`src/rtl/core/swarq_pkg.sv`:
```
`timescale 1ns / 1ps

package swarq_pkg;

  localparam int TmrW = 8;   // per-frame timer width
  localparam int IdxW = 8;   // frame_index field width
  localparam int BaseW = 9;  // window_base / frame_number width

  // action codes
  localparam logic [1:0] ACT_TICK = 2'd0;
  localparam logic [1:0] ACT_ACK  = 2'd1;
  localparam logic [1:0] ACT_NAK  = 2'd2;

  // register indexes
  localparam logic [1:0] CFG_WINDOW_SIZE   = 2'd0;
  localparam logic [1:0] CFG_TIMEOUT_TICKS = 2'd1;
  localparam logic [1:0] CFG_FRAME_COUNT   = 2'd2;

  typedef enum logic [1:0] {
    ST_CLEAR,
    ST_IDLE,
    ST_SCAN,
    ST_EMIT
  } st_e;

  // write controls for the frame store
  typedef struct packed {
    logic ack_we;
    logic ack_bit;
    logic tmr_we;
  } store_wr_t;

endpackage

```
`src/rtl/core/swarq_store.sv`:
```
`timescale 1ns / 1ps

// Per-frame ack flags and timers, one write and one registered read port.
module swarq_store import swarq_pkg::*; #(
  parameter int Depth = 256,
  parameter int AddrW = 8
) (
  input  logic            clk_i,
  input  store_wr_t       wr_ctl_i,
  input  logic [AddrW-1:0] wr_addr_i,
  input  logic [TmrW-1:0] tmr_wdata_i,
  input  logic [AddrW-1:0] rd_addr_i,
  output logic            ack_rd_o,
  output logic [TmrW-1:0] tmr_rd_o
);

  logic            ack_mem [Depth];
  logic [TmrW-1:0] tmr_mem [Depth];

  always_ff @(posedge clk_i) begin
    if (wr_ctl_i.ack_we) begin
      ack_mem[wr_addr_i] <= wr_ctl_i.ack_bit;
    end
    ack_rd_o <= ack_mem[rd_addr_i];
  end

  always_ff @(posedge clk_i) begin
    if (wr_ctl_i.tmr_we) begin
      tmr_mem[wr_addr_i] <= tmr_wdata_i;
    end
    tmr_rd_o <= tmr_mem[rd_addr_i];
  end

endmodule

```
`src/rtl/core/swarq_sendq.sv`:
```
`timescale 1ns / 1ps

// List of frames requested during one tick, read back in push order.
module swarq_sendq import swarq_pkg::*; #(
  parameter int Depth = 8
) (
  input  logic                                    clk_i,
  input  logic                                    rst_ni,
  input  logic                                    clr_i,
  input  logic                                    push_i,
  input  logic [IdxW-1:0]                         push_data_i,
  input  logic [((Depth > 1) ? $clog2(Depth) : 1)-1:0] rd_addr_i,
  output logic [$clog2(Depth+1)-1:0]              count_o,
  output logic [IdxW-1:0]                         rd_data_o
);

  localparam int PtrW = (Depth > 1) ? $clog2(Depth) : 1;
  localparam int CntW = $clog2(Depth + 1);

  logic [IdxW-1:0] mem [Depth];
  logic [CntW-1:0] wr_cnt_q, wr_cnt_d;

  always_comb begin
    wr_cnt_d = wr_cnt_q;
    if (clr_i) begin
      wr_cnt_d = '0;
    end else if (push_i) begin
      wr_cnt_d = wr_cnt_q + CntW'(1);
    end
  end

  always_ff @(posedge clk_i or negedge rst_ni) begin
    if (!rst_ni) begin
      wr_cnt_q <= '0;
    end else begin
      wr_cnt_q <= wr_cnt_d;
    end
  end

  always_ff @(posedge clk_i) begin
    if (push_i) begin
      mem[wr_cnt_q[PtrW-1:0]] <= push_data_i;
    end
    rd_data_o <= mem[rd_addr_i];
  end

  assign count_o = wr_cnt_q;

endmodule

```
`src/rtl/core/sliding_window_arq_sender.sv`:
```
`timescale 1ns / 1ps

// Transmit control of a selective-repeat ARQ sender with one timer per frame.
// After reset the block clears its frame store, one frame per cycle, over all
// MAX_FRAMES frames; busy stays high during that pass (config writes are taken
// as always). A beat is taken when start is high and busy is low. ACK and NAK
// beats update the store in that same cycle and produce no result. A tick scans
// the window from the base, one frame per cycle through a single compare /
// decrement unit fed by the registered store read, then plays out the send
// requests one per cycle, or a single beat with send_valid_o low if there are
// none. A tick scans at most max(window size, 1) frames, never over MAX_WINDOW.
// Each result sits on the output ports for exactly one cycle, flagged by
// result_valid_o; the receiver cannot stall, so it must take every beat.
// Results are registered from the emit cycles, so the last result of a tick shows in
// the first cycle busy is low again.
module sliding_window_arq_sender import swarq_pkg::*; #(
  parameter int MAX_FRAMES = 256,
  parameter int MAX_WINDOW = 8
) (
  input  logic             clk_i,
  input  logic             rst_ni,
  // command channel
  input  logic             start,
  output logic             busy,
  input  logic [1:0]       action_i,
  input  logic [BaseW-1:0] frame_number_i,
  // config write port
  input  logic             cfg_we_i,
  input  logic [1:0]       cfg_index_i,
  input  logic [BaseW-1:0] cfg_data_i,
  // results
  output logic             result_valid_o,
  output logic             send_valid_o,
  output logic [IdxW-1:0]  frame_index_o,
  output logic             last_of_tick_o,
  output logic [BaseW-1:0] window_base_o,
  output logic             transfer_done_o
);

  localparam int AddrW = (MAX_FRAMES > 1) ? $clog2(MAX_FRAMES) : 1;
  localparam int CntW  = ($clog2(MAX_FRAMES + 1) > BaseW) ? $clog2(MAX_FRAMES + 1) : BaseW;
  localparam int PtrW  = (MAX_WINDOW > 1) ? $clog2(MAX_WINDOW) : 1;
  localparam int QcW   = $clog2(MAX_WINDOW + 1);
  localparam logic [CntW-1:0] MaxFramesC = CntW'(MAX_FRAMES);
  localparam logic [CntW-1:0] MaxWinC    = CntW'(MAX_WINDOW);
  localparam logic [CntW-1:0] LastClrC   = CntW'(MAX_FRAMES - 1);

  // config registers
  logic [3:0]       window_size_q;
  logic [TmrW-1:0]  timeout_q;
  logic [BaseW-1:0] frame_count_q;

  // sequencer state
  st_e             state_q, state_d;
  logic [CntW-1:0] clr_idx_q;
  logic [CntW-1:0] base_q;
  logic [CntW-1:0] end_q;
  logic [CntW-1:0] iss_idx_q;
  logic            ev_vld_q;
  logic [CntW-1:0] ev_idx_q;
  logic [CntW-1:0] target_q;
  logic            moving_q;
  logic [QcW-1:0]  em_k_q;

  // output stage
  logic             out_vld_q;
  logic             out_send_q;
  logic             out_last_q;
  logic [BaseW-1:0] out_base_q;
  logic             out_done_q;

  // effective config
  logic [CntW-1:0] cnt_ext, eff_cnt, win_ext, eff_win, scan_end;
  logic [CntW:0]   win_sum;
  logic [CntW-1:0] n_ext;

  // store interface
  store_wr_t       st_wr;
  logic [CntW-1:0] st_wr_idx;
  logic [TmrW-1:0] st_tmr_wdata;
  logic            ack_rd;
  logic [TmrW-1:0] tmr_rd;

  // shared evaluate unit
  logic            tmr_zero;
  logic [TmrW-1:0] tmr_next;

  // send list
  logic            q_clr, q_push;
  logic [QcW-1:0]  q_count;
  logic [IdxW-1:0] q_rd_data;

  logic            tick_go, iss_go, em_last;
  logic [QcW-1:0]  em_total;

  // ---------------------------------------------------------------------
  // Effective window bounds
  // ---------------------------------------------------------------------
  always_comb begin
    cnt_ext = CntW'(frame_count_q);
    eff_cnt = (cnt_ext > MaxFramesC) ? MaxFramesC : cnt_ext;
    win_ext = CntW'(window_size_q);
    if (win_ext == '0) begin
      eff_win = CntW'(1);
    end else if (win_ext > MaxWinC) begin
      eff_win = MaxWinC;
    end else begin
      eff_win = win_ext;
    end
    win_sum  = {1'b0, base_q} + {1'b0, eff_win};
    // base above count gives end below base: empty scan
    scan_end = (win_sum > {1'b0, eff_cnt}) ? eff_cnt : win_sum[CntW-1:0];
    n_ext    = CntW'(frame_number_i);
  end

  assign tick_go  = (state_q == ST_IDLE) && start && (action_i == ACT_TICK);
  assign iss_go   = (state_q == ST_SCAN) && (iss_idx_q < end_q);
  assign em_total = (q_count == '0) ? QcW'(1) : q_count;
  assign em_last  = (em_k_q == em_total - QcW'(1));

  // one step of the scan: reload on expiry, else count down
  assign tmr_zero = (tmr_rd == '0);
  assign tmr_next = tmr_zero ? timeout_q : tmr_rd - TmrW'(1);

  // ---------------------------------------------------------------------
  // Sequencer: next state
  // ---------------------------------------------------------------------
  always_comb begin
    state_d = state_q;
    unique case (state_q)
      ST_CLEAR: begin
        if (clr_idx_q == LastClrC) state_d = ST_IDLE;
      end
      ST_IDLE: begin
        if (tick_go) state_d = ST_SCAN;
      end
      ST_SCAN: begin
        if (!iss_go && !ev_vld_q) state_d = ST_EMIT;
      end
      ST_EMIT: begin
        if (em_last) state_d = ST_IDLE;
      end
      default: state_d = ST_CLEAR;
    endcase
  end

  // ---------------------------------------------------------------------
  // Sequencer: outputs (store writes, send list)
  // ---------------------------------------------------------------------
  always_comb begin
    busy         = 1'b1;
    st_wr        = '0;
    st_wr_idx    = ev_idx_q;
    st_tmr_wdata = tmr_next;
    q_clr        = 1'b0;
    q_push       = 1'b0;
    unique case (state_q)
      ST_CLEAR: begin
        st_wr        = '{ack_we: 1'b1, ack_bit: 1'b0, tmr_we: 1'b1};
        st_wr_idx    = clr_idx_q;
        st_tmr_wdata = '0;
      end
      ST_IDLE: begin
        busy = 1'b0;
        if (start) begin
          priority if (action_i == ACT_ACK) begin
            // ACK n acknowledges frame n-1
            if (n_ext != '0 && n_ext <= eff_cnt) begin
              st_wr.ack_we  = 1'b1;
              st_wr.ack_bit = 1'b1;
              st_wr_idx     = n_ext - CntW'(1);
            end
          end else if (action_i == ACT_NAK) begin
            if (n_ext < eff_cnt) begin
              st_wr.tmr_we = 1'b1;
              st_wr_idx    = n_ext;
              st_tmr_wdata = '0;
            end
          end else if (action_i == ACT_TICK) begin
            q_clr = 1'b1;
          end else begin
            q_clr = 1'b0;
          end
        end
      end
      ST_SCAN: begin
        if (ev_vld_q && !ack_rd) begin
          st_wr.tmr_we = 1'b1;
          q_push       = tmr_zero;
        end
      end
      ST_EMIT: begin
        busy = 1'b1;
      end
      default: busy = 1'b1;
    endcase
  end

  // ---------------------------------------------------------------------
  // Registers
  // ---------------------------------------------------------------------
  always_ff @(posedge clk_i or negedge rst_ni) begin
    if (!rst_ni) begin
      window_size_q <= 4'd4;
      timeout_q     <= TmrW'(3);
      frame_count_q <= '0;
    end else if (cfg_we_i) begin
      unique case (cfg_index_i)
        CFG_WINDOW_SIZE:   window_size_q <= cfg_data_i[3:0];
        CFG_TIMEOUT_TICKS: timeout_q     <= cfg_data_i[TmrW-1:0];
        CFG_FRAME_COUNT:   frame_count_q <= cfg_data_i;
        default:           ;
      endcase
    end
  end

  always_ff @(posedge clk_i or negedge rst_ni) begin
    if (!rst_ni) begin
      state_q   <= ST_CLEAR;
      clr_idx_q <= '0;
      base_q    <= '0;
      end_q     <= '0;
      iss_idx_q <= '0;
      ev_vld_q  <= 1'b0;
      ev_idx_q  <= '0;
      target_q  <= '0;
      moving_q  <= 1'b0;
      em_k_q    <= '0;
      out_vld_q <= 1'b0;
    end else begin
      state_q  <= state_d;
      ev_vld_q <= iss_go;
      ev_idx_q <= iss_idx_q;
      if (state_q == ST_CLEAR) clr_idx_q <= clr_idx_q + CntW'(1);

      if (tick_go) begin
        iss_idx_q <= base_q;
        end_q     <= scan_end;
        target_q  <= base_q;
        moving_q  <= 1'b1;
        em_k_q    <= '0;
      end
      if (iss_go) iss_idx_q <= iss_idx_q + CntW'(1);

      // base follows the first unacked frame while the run of acks holds
      if (state_q == ST_SCAN && ev_vld_q && moving_q) begin
        if (ack_rd) begin
          target_q <= ev_idx_q + CntW'(1);
        end else begin
          target_q <= ev_idx_q;
          moving_q <= 1'b0;
        end
      end
      if (state_q == ST_SCAN && state_d == ST_EMIT) base_q <= target_q;

      if (state_q == ST_EMIT) em_k_q <= em_k_q + QcW'(1);
      out_vld_q <= (state_q == ST_EMIT);
    end
  end

  // result payload, registered from the emit step (matches the list read)
  always_ff @(posedge clk_i) begin
    out_send_q <= (q_count != '0);
    out_last_q <= em_last;
    out_base_q <= base_q[BaseW-1:0];
    out_done_q <= (base_q >= eff_cnt);
  end

  // ---------------------------------------------------------------------
  // Storage
  // ---------------------------------------------------------------------
  swarq_store #(
    .Depth (MAX_FRAMES),
    .AddrW (AddrW)
  ) u_store (
    .clk_i       (clk_i),
    .wr_ctl_i    (st_wr),
    .wr_addr_i   (st_wr_idx[AddrW-1:0]),
    .tmr_wdata_i (st_tmr_wdata),
    .rd_addr_i   (iss_idx_q[AddrW-1:0]),
    .ack_rd_o    (ack_rd),
    .tmr_rd_o    (tmr_rd)
  );

  swarq_sendq #(
    .Depth (MAX_WINDOW)
  ) u_sendq (
    .clk_i       (clk_i),
    .rst_ni      (rst_ni),
    .clr_i       (q_clr),
    .push_i      (q_push),
    .push_data_i (ev_idx_q[IdxW-1:0]),
    .rd_addr_i   (em_k_q[PtrW-1:0]),
    .count_o     (q_count),
    .rd_data_o   (q_rd_data)
  );

  assign result_valid_o  = out_vld_q;
  assign send_valid_o    = out_send_q;
  assign frame_index_o   = out_send_q ? q_rd_data : '0;
  assign last_of_tick_o  = out_last_q;
  assign window_base_o   = out_base_q;
  assign transfer_done_o = out_done_q;

  // ---------------------------------------------------------------------
  // Assertions
  // ---------------------------------------------------------------------
  a_tick_goes_busy: assert property (@(posedge clk_i) disable iff (!rst_ni)
    (start && !busy && action_i == ACT_TICK) |=> busy)
    else $error("tick accepted but block not busy");

  a_no_rw_collide: assert property (@(posedge clk_i) disable iff (!rst_ni)
    (state_q == ST_SCAN && st_wr.tmr_we && iss_go) |-> (st_wr_idx != iss_idx_q))
    else $error("timer write hits the frame being read");

  a_sendq_room: assert property (@(posedge clk_i) disable iff (!rst_ni)
    q_push |-> (q_count < QcW'(MAX_WINDOW)))
    else $error("send list overflow");

  a_one_last: assert property (@(posedge clk_i) disable iff (!rst_ni)
    (result_valid_o && last_of_tick_o) |=> !result_valid_o)
    else $error("result beat after last of tick");

endmodule
```
`config.mk`:
```
export PLATFORM = sky130hd
export DESIGN_NAME = sliding_window_arq_sender
export DESIGN_NICKNAME = d
export VERILOG_FILES = /design/src/rtl/core/swarq_pkg.sv /design/src/rtl/core/swarq_store.sv /design/src/rtl/core/swarq_sendq.sv /design/src/rtl/core/sliding_window_arq_sender.sv
export SDC_FILE = /design/constraint.sdc
export NUM_CORES = 2
export LEC_CHECK = 0
export BUFFER_PORTS_ARGS = -buffer_cell sky130_fd_sc_hd__buf_2
export CAP_MARGIN = 40
export CORE_UTILIZATION = 57
export CTS_CLUSTER_DIAMETER = 100
export DETAILED_ROUTE_END_ITERATION = 7
export HOLD_SLACK_MARGIN = 0.1
export PLACE_DENSITY = 0.75
export SLEW_MARGIN = 20
export SYNTH_ARGS = -nofsm -noshare
export SYNTH_HDL_FRONTEND = slang
export SYNTH_SLANG_ARGS = --single-unit
```
`constraint.sdc`:
```
create_clock -name clk_i -period 14.1 [get_ports clk_i]
set_input_delay 3.525 -clock clk_i [delete_from_list [all_inputs] [get_ports clk_i]]
set_output_delay 3.525 -clock clk_i [all_outputs]
set_load 0.005 [all_outputs]
```
======== After elaboration in Yosys (flattened, before gate mapping) ========
Memories as Yosys holds them, arrays and structs flattened. A register that Yosys moved wholly into a read port is not among the register bits.
Index checks and enable logic that the tools add are counted.
cells by class
  reduce and logical (&&, ||, !) cells .... 27
  order comparisons ....................... 7
  add/sub/neg operators ................... 9
  equality and inequality tests ........... 10
  mux-type cells .......................... 57
operators by type and width
  kind                 number
  $mux 8               11
  $mux 9               7
  $pmux 8 s2           2
  $add 9x1->9 const B  3
  $mux 4               6
  $mux 1               21
  $lt 9x9->1           2
  $sub 8x1->8 const B  2
  $mux 2               6
  $add 9x9->10         1
  $eq 2x2->1 const B   5
  $gt 10x9->1          1
  $eq 9x8->1 const B   1
  $ge 9x9->1           1
  $gt 9x9->1 const B   1
  $le 9x9->1           1
  $logic_and 1x1->1    9
  $reduce_bool 9->1    1
  $add 4x1->4 const B  2
  $logic_not 4->1      2
  $logic_not 8->1      1
  $pmux 2 s4           1
  $reduce_bool 2->1    4
  $eq 2x1->1 const B   3
  other kinds (10)     16
word-level totals
  output and inout port bits .............. 22
  input port bits ......................... 26
  bits in registers ....................... 100
  memories kept ........................... 3
  bits in writable memories ............... 2368
memories
  name             depth  bits a word  read ports  clocked after Yosys merged registers in  write ports  RTL line           source
  u_store.tmr_mem  256    8            1           1                                        1            swarq_store.sv:18  logic [TmrW-1:0] tmr_mem [Depth];
  u_store.ack_mem  256    1            1           1                                        1            swarq_store.sv:17  logic ack_mem [Depth];
  u_sendq.mem      8      8            1           1                                        1            swarq_sendq.sv:20  logic [IdxW-1:0] mem [Depth];

======== Depth between registers and ports, before layout ========
  depth in word-level cells ............... 10
  depth in mapped cells ................... 21
  gate-level depth less buffers ........... 20

======== Modules after synthesis ========
Synthesis repeated with hierarchy kept, for this count alone.
second synthesis, totals
  cell total of the unflattened synthesis .. 5283
  area, all modules ....................... 99561.7 um^2
modules (own cells, without submodules)
  module                     cells each  area each (um^2)  instances  sequential area each (um^2)
  swarq_store                4501        90476.8           1          69366.5
  sliding_window_arq_sender  653         6223.5            1          2346.0
  swarq_sendq                129         2861.5            1          2182.1

======== Least setup slack after synthesis ========
No wires, ideal clock.
  path kind ............................... input -> register
  start point ............................. in frame_number_i[3]
  end point ............................... mem u_store.tmr_mem[0][7], data pin
  arrival ................................. 15.459 ns
  required time ........................... 11.674 ns
  cell stages on the path ................. 8
  setup time .............................. 2.426 ns
  path slack .............................. -3.785 ns
  buffers on the path ..................... 0
  cell sequence ........................... ha_1 -> nand4_1 -> o21ba_1 -> a21oi_1 -> nor2_1 -> nand3_1 -> a21oi_1 -> a311oi_1
on the way
  longest elaborated chain between the ends .. 6
RTL lines
  what                 RTL line                          source
  start, declared      sliding_window_arq_sender.sv:26   input logic [BaseW-1:0] frame_number_i,
  $lt 9x9->1           sliding_window_arq_sender.sv:174  if (n_ext < eff_cnt) begin
  $mux 8               sliding_window_arq_sender.sv:174
  $mux 8               sliding_window_arq_sender.sv:173  end else if (action_i == ACT_NAK) begin
  $mux 8               sliding_window_arq_sender.sv:166  priority if (action_i == ACT_ACK) begin
  $mux 8               sliding_window_arq_sender.sv:165  if (start) begin
  $pmux 8 s2           sliding_window_arq_sender.sv:157  unique case (state_q)
  via st_tmr_wdata[7]  sliding_window_arq_sender.sv:80   logic [TmrW-1:0] st_tmr_wdata;
  end, declared        swarq_store.sv:18
The timed path passes the listed nets, and every way through them passes these cells.

======== Worst setup path after layout ========
  start point ............................. in frame_number_i[3]
  end point ............................... mem u_store.tmr_mem[179][4], enable pin
on the way
  longest elaborated chain between the ends .. 8
RTL lines
  what                          RTL line                          source
  $lt 9x9->1                    sliding_window_arq_sender.sv:174
  $mux 1                        sliding_window_arq_sender.sv:174
  $mux 1                        sliding_window_arq_sender.sv:173
  $mux 1                        sliding_window_arq_sender.sv:166
  $mux 3                        sliding_window_arq_sender.sv:165
  $pmux 1 s3                    sliding_window_arq_sender.sv:157
  $mux 1                        swarq_store.sv:28                 if (wr_ctl_i.tmr_we) begin
  $mux 1 (implied by the code)  swarq_store.sv:29                 tmr_mem[wr_addr_i] <= tmr_wdata_i;
Parallel ways exist; a longest one is shown, timed or not.

==> flow_metrics.env <==
export IMPL_setup_viol=0
export IMPL_htree_levels=4
export IMPL_whs_endpoint="ev_idx_q[8]$_DFF_PN0_"
export IMPL_hold_class="register to register"
export IMPL_grt_antenna_before_repair=10
export IMPL_syn_nets=4777
export IMPL_ys_ff_latch=2485
export IMPL_worstPathMaxFanout=11
export IMPL_r2r_end="u_store.tmr_mem[179][4]$_DFFE_PP_"
export IMPL_grt_pass1_wl_mm=353
export IMPL_postCtsSetupRepairBufs=0
export IMPL_num_vias=49300
export IMPL_clockBufferDepth=3
export IMPL_slew_viol_final=0
export IMPL_fp_dieH_microns=418
export IMPL_p_comb_share_pct=32.2
export IMPL_detail_route_first_pass_iterations=8
export IMPL_p_seq_share_pct=41.5
export IMPL_end_kind="register"
export IMPL_cts_hold_buf=0
export IMPL_cp_arrival_ns=8.20
export IMPL_cts_resized_gates=0
export IMPL_worstMarginPinSlew_ns=1.06
export IMPL_num_rows=152
export IMPL_clk_pin_slew_ns=0.07
export IMPL_clk_latency_ns=0.88
export IMPL_grt_max_degree=166
export IMPL_synth_top_flop_cell="edfxtp_1"
export IMPL_dieArea_sq_um=175000
export IMPL_power_leakage_nw=34.4
export IMPL_clkPwrFrac_pct=26.4
export IMPL_path_delay_family="simple AND/OR/NAND/NOR gates"
export IMPL_switching_share_pct=32.9
export IMPL_synth_area_per_cell_sq_um=21.0
export IMPL_syn_inst=4700
export IMPL_cpPeakStageDelay_ns=0.85
export IMPL_final_cell_area_sq_um=111000
export IMPL_criticalPathCategory="primary input to register"
export IMPL_gp_congestion=0.913
export IMPL_failed_checks="design-rule violations"
export IMPL_port_buffers=47
export IMPL_synth_cell_types=69
export IMPL_die_w_microns=418
export IMPL_finalPower_mw=24.4
export IMPL_placed_area_sq_um=102000
export IMPL_ys_seq_area_share_pct=74.9
export IMPL_io_pins=48
export IMPL_grt_pass1_vias=48700
export IMPL_timing_fmax_mhz=130
export IMPL_cpMostUsedCell="nor2_1"
export IMPL_final_nets=4916
export IMPL_area_growth_pct=12.0
export IMPL_slew_headroom_pct=29.4
export IMPL_numCtsBuffers=232
export IMPL_clock_sinks=2485
export IMPL_irDropWorstVdd_v=0.000414
export IMPL_start_util_pct=57.5
export IMPL_fin_crit_ns=7.69
export IMPL_r2r_start="cnt_ext[8]$_DFFE_PN0P_"
export IMPL_drive_gt1_share_pct=28.1
export IMPL_min_from="iss_idx_q[8]$_DFFE_PN0P_"
export IMPL_synth_area_sq_um=98700
export IMPL_route_detailed_drc=1
export IMPL_core_area_sq_um=172000
export IMPL_rsz0062_at_grt="no"
export IMPL_p_sw_mw=8.01
export IMPL_synth_top_area_share_pct=72.0
export IMPL_cts_tree="built"
export IMPL_ys_top_cells_by_area="edfxtp_1 (72%), mux4_2 (18%), nor2_1 (2.2%)"
export IMPL_yosys_warnings=0
export IMPL_cap_violations=0
export IMPL_hold_path_depth=0
export IMPL_overflow=0
export IMPL_finalHoldViolCount=0
export IMPL_async_reset_ff_share_pct=3.54
export IMPL_synth_edff_count=2368
export IMPL_worst_clock_skew_ns=0.0680
export IMPL_reg2reg_depth=13
export IMPL_drt_initial_drc_count=7635
export IMPL_finalSetupTns_ns=0
export IMPL_ant_nets=0
export IMPL_crit_chain="buf_2 > ha_1 > nand4_1 > o21ba_1 > a21o_1 > a22oi_1 > mux2_2 > a41o_1 > nor2_1 > nand3_2 > buf_4 > nor2_1"
export IMPL_period_share_pct=54.5
export IMPL_via_per_inst=6.70
export IMPL_root_buffer="clkbuf_16"
export IMPL_power_density_nw_per_um2=221
export IMPL_wl_mm=245
export IMPL_grt_total_usage_pct=28.5
export IMPL_wire_per_inst_microns=33.3
export IMPL_status="finished, violations left"
export IMPL_critical_path_required_ns=14.60
export IMPL_hpwl_mm=140
export IMPL_power_internal_mw=16.4
export IMPL_cp_start_kind="primary input"
export IMPL_crit_buf_inv=2
export IMPL_yosys_area_top_type="edfxtp_1"
export IMPL_slowest_stage="nand3_2"
export IMPL_worst_hold_slack_ns=0.475
export IMPL_r2r_slack_ns=8.28
==> kinds of logic (layout without fill, tap and decap cells) <==
logic type / count (synthesis) / in the layout / share of synthesized area, %
buf+inv: 311 / 655 / 1.20
other cells: 0 / 4 / 0
flops: 2485 / 2485 / 74.9
xor+xnor: 39 / 39 / 0.346
mux: 820 / 820 / 18.2
simple gates: 828 / 828 / 3.54
compound gates: 166 / 166 / 1.22
fa+ha+maj: 51 / 51 / 0.654
==> cells in the mapped netlist, types with 11 or more instances <==
master,count
and2_1,12
nand2b_1,12
inv_1,35
nor2b_1,21
buf_1,69
clkbuf_1,188
nand4_1,11
a211oi_1,12
o21ai_0,17
xor2_1,15
a21oi_1,25
nor3_1,12
buf_2,17
xnor2_1,24
dfrtp_1,85
a21o_1,17
dfxtp_1,29
mux4_2,772
mux2_2,44
edfxtp_1,2368
a22oi_1,23
nand3_1,45
nor2_1,571
ha_1,50
nand2_1,100
==> per-stage QoR <==
| step | setup WS, ns | cells | util, % |
|---|---|---|---|
| 6_report | 6.41 | 7358 | 64.4 |
| 5_1_grt | 6.29 | 7355 | 64.4 |
| 4_1_cts | 6.48 | 7339 | 64.2 |
| 3_5_place_dp | 5.63 | 6900 | 59.6 |
| 3_3_place_gp | 5.58 | 6863 | 59.3 |
| 2_1_floorplan | -3.32 | 4700 | - |
==> how the worst max path moves through the flow <==
stage | startpoint | end | slack (ns) | cells past startpoint
5_1_grt | frame_number_i[0] | u_store.tmr_mem[94][4]$_DFFE_PP_ | 6.29 | 13
4_1_cts | frame_number_i[3] | u_store.tmr_mem[8][1]$_DFFE_PP_ | 6.48 | 12
6_report | frame_number_i[3] | u_store.tmr_mem[179][4]$_DFFE_PP_ | 6.41 | 12
2_1_floorplan | frame_number_i[3] | u_store.tmr_mem[0][3]$_DFFE_PP_ | -3.32 | 8
3_5_place_dp | frame_number_i[3] | u_store.tmr_mem[8][6]$_DFFE_PP_ | 5.63 | 12
3_3_place_gp | frame_number_i[3] | u_store.tmr_mem[184][4]$_DFFE_PP_ | 5.58 | 12
==> metal layers <==
metal	wire length [microns]	GRT usage [%]	vias to the layer above
li1	-	-	19600
met1	90000	39.3	25800
met2	120000	45.4	3332
met3	25200	6.25	518
met4	9640	10.1	14
met5	79	0	-
==> cell type report <==
class	instances	area, sq um
tap	2310	2890
antenna	4	10.0
inverter	37	146
timing repair buffer	179	1890
clock inverter	160	1820
sequential	2485	73900
multi-input combinational	1904	23800
fill	10900	61200
clock buffer	279	6050
==> layout by cell type (no fill, tap or decap), types with 11 or more instances in the layout <==
cell type | synthesis | layout
bufinv_16 | 0 | 29
buf_8 | 0 | 23
buf_2 | 17 | 46
edfxtp_1 | 2368 | 2368
buf_16 | 0 | 13
nor2b_1 | 21 | 20
mux4_2 | 772 | 772
nand3_1 | 45 | 29
nand3_2 | 9 | 25
inv_1 | 35 | 35
nand2_1 | 100 | 100
a21o_1 | 17 | 17
clkinv_2 | 0 | 47
nor3_1 | 12 | 11
mux2_2 | 44 | 44
ha_1 | 50 | 50
o21ai_0 | 17 | 17
xnor2_1 | 24 | 24
a22oi_1 | 23 | 23
and2_1 | 12 | 12
xor2_1 | 15 | 15
clkbuf_16 | 0 | 234
clkinv_1 | 1 | 36
dfxtp_1 | 29 | 29
nor2_1 | 571 | 571
buf_4 | 0 | 76
clkbuf_1 | 188 | 42
buf_12 | 0 | 17
a21oi_1 | 25 | 23
clkinvlp_4 | 0 | 18
nand4_1 | 11 | 11
dfrtp_1 | 85 | 80
nand2b_1 | 12 | 12
==> worst reg2reg max path: stages (launching register included) <==
cell and delay, ns:
dfrtp_1 0.41, clkinv_1 0.26, nand2_1 0.33, ha_1 0.32, and3_1 0.19, o21ai_1 0.25
a21o_1 0.36, a21o_1 0.18, a21oi_1 0.08, o41a_1 0.46, nor2_1 0.58, nand3_2 0.85
buf_4 0.55, nor2_1 0.64
==> flip-flops by register name, summed over array words and instances (netlist names), 2 cells and up <==
signal,cells
ev_idx_q,9
iss_idx_q,9
state_q,2
window_size_q,4
u_sendq.rd_data_o,8
timeout_q,8
u_store.tmr_mem,2048
u_sendq.mem,64
clr_idx_q,9
end_q,9
u_sendq.count_o,4
window_base_o,9
target_q,9
em_k_q,4
cnt_ext,9
base_q,9
u_store.tmr_rd_o,8
u_store.ack_mem,256
==> power by group through the flow <==
| stage | logic, mW | registers [mW] | clock network (mW) |
|---|---|---|---|
| floorplan | 4.58 | 10.8 | 0 |
| global placement | 7.51 | 10.3 | 0 |
| detailed placement | 7.77 | 10.2 | 0 |
| CTS | 7.83 | 10.1 | 6.48 |
| global route | 8.16 | 10.1 | 6.74 |
| finish | 7.84 | 10.1 | 6.43 |
(Power assumes the default switching activity.)
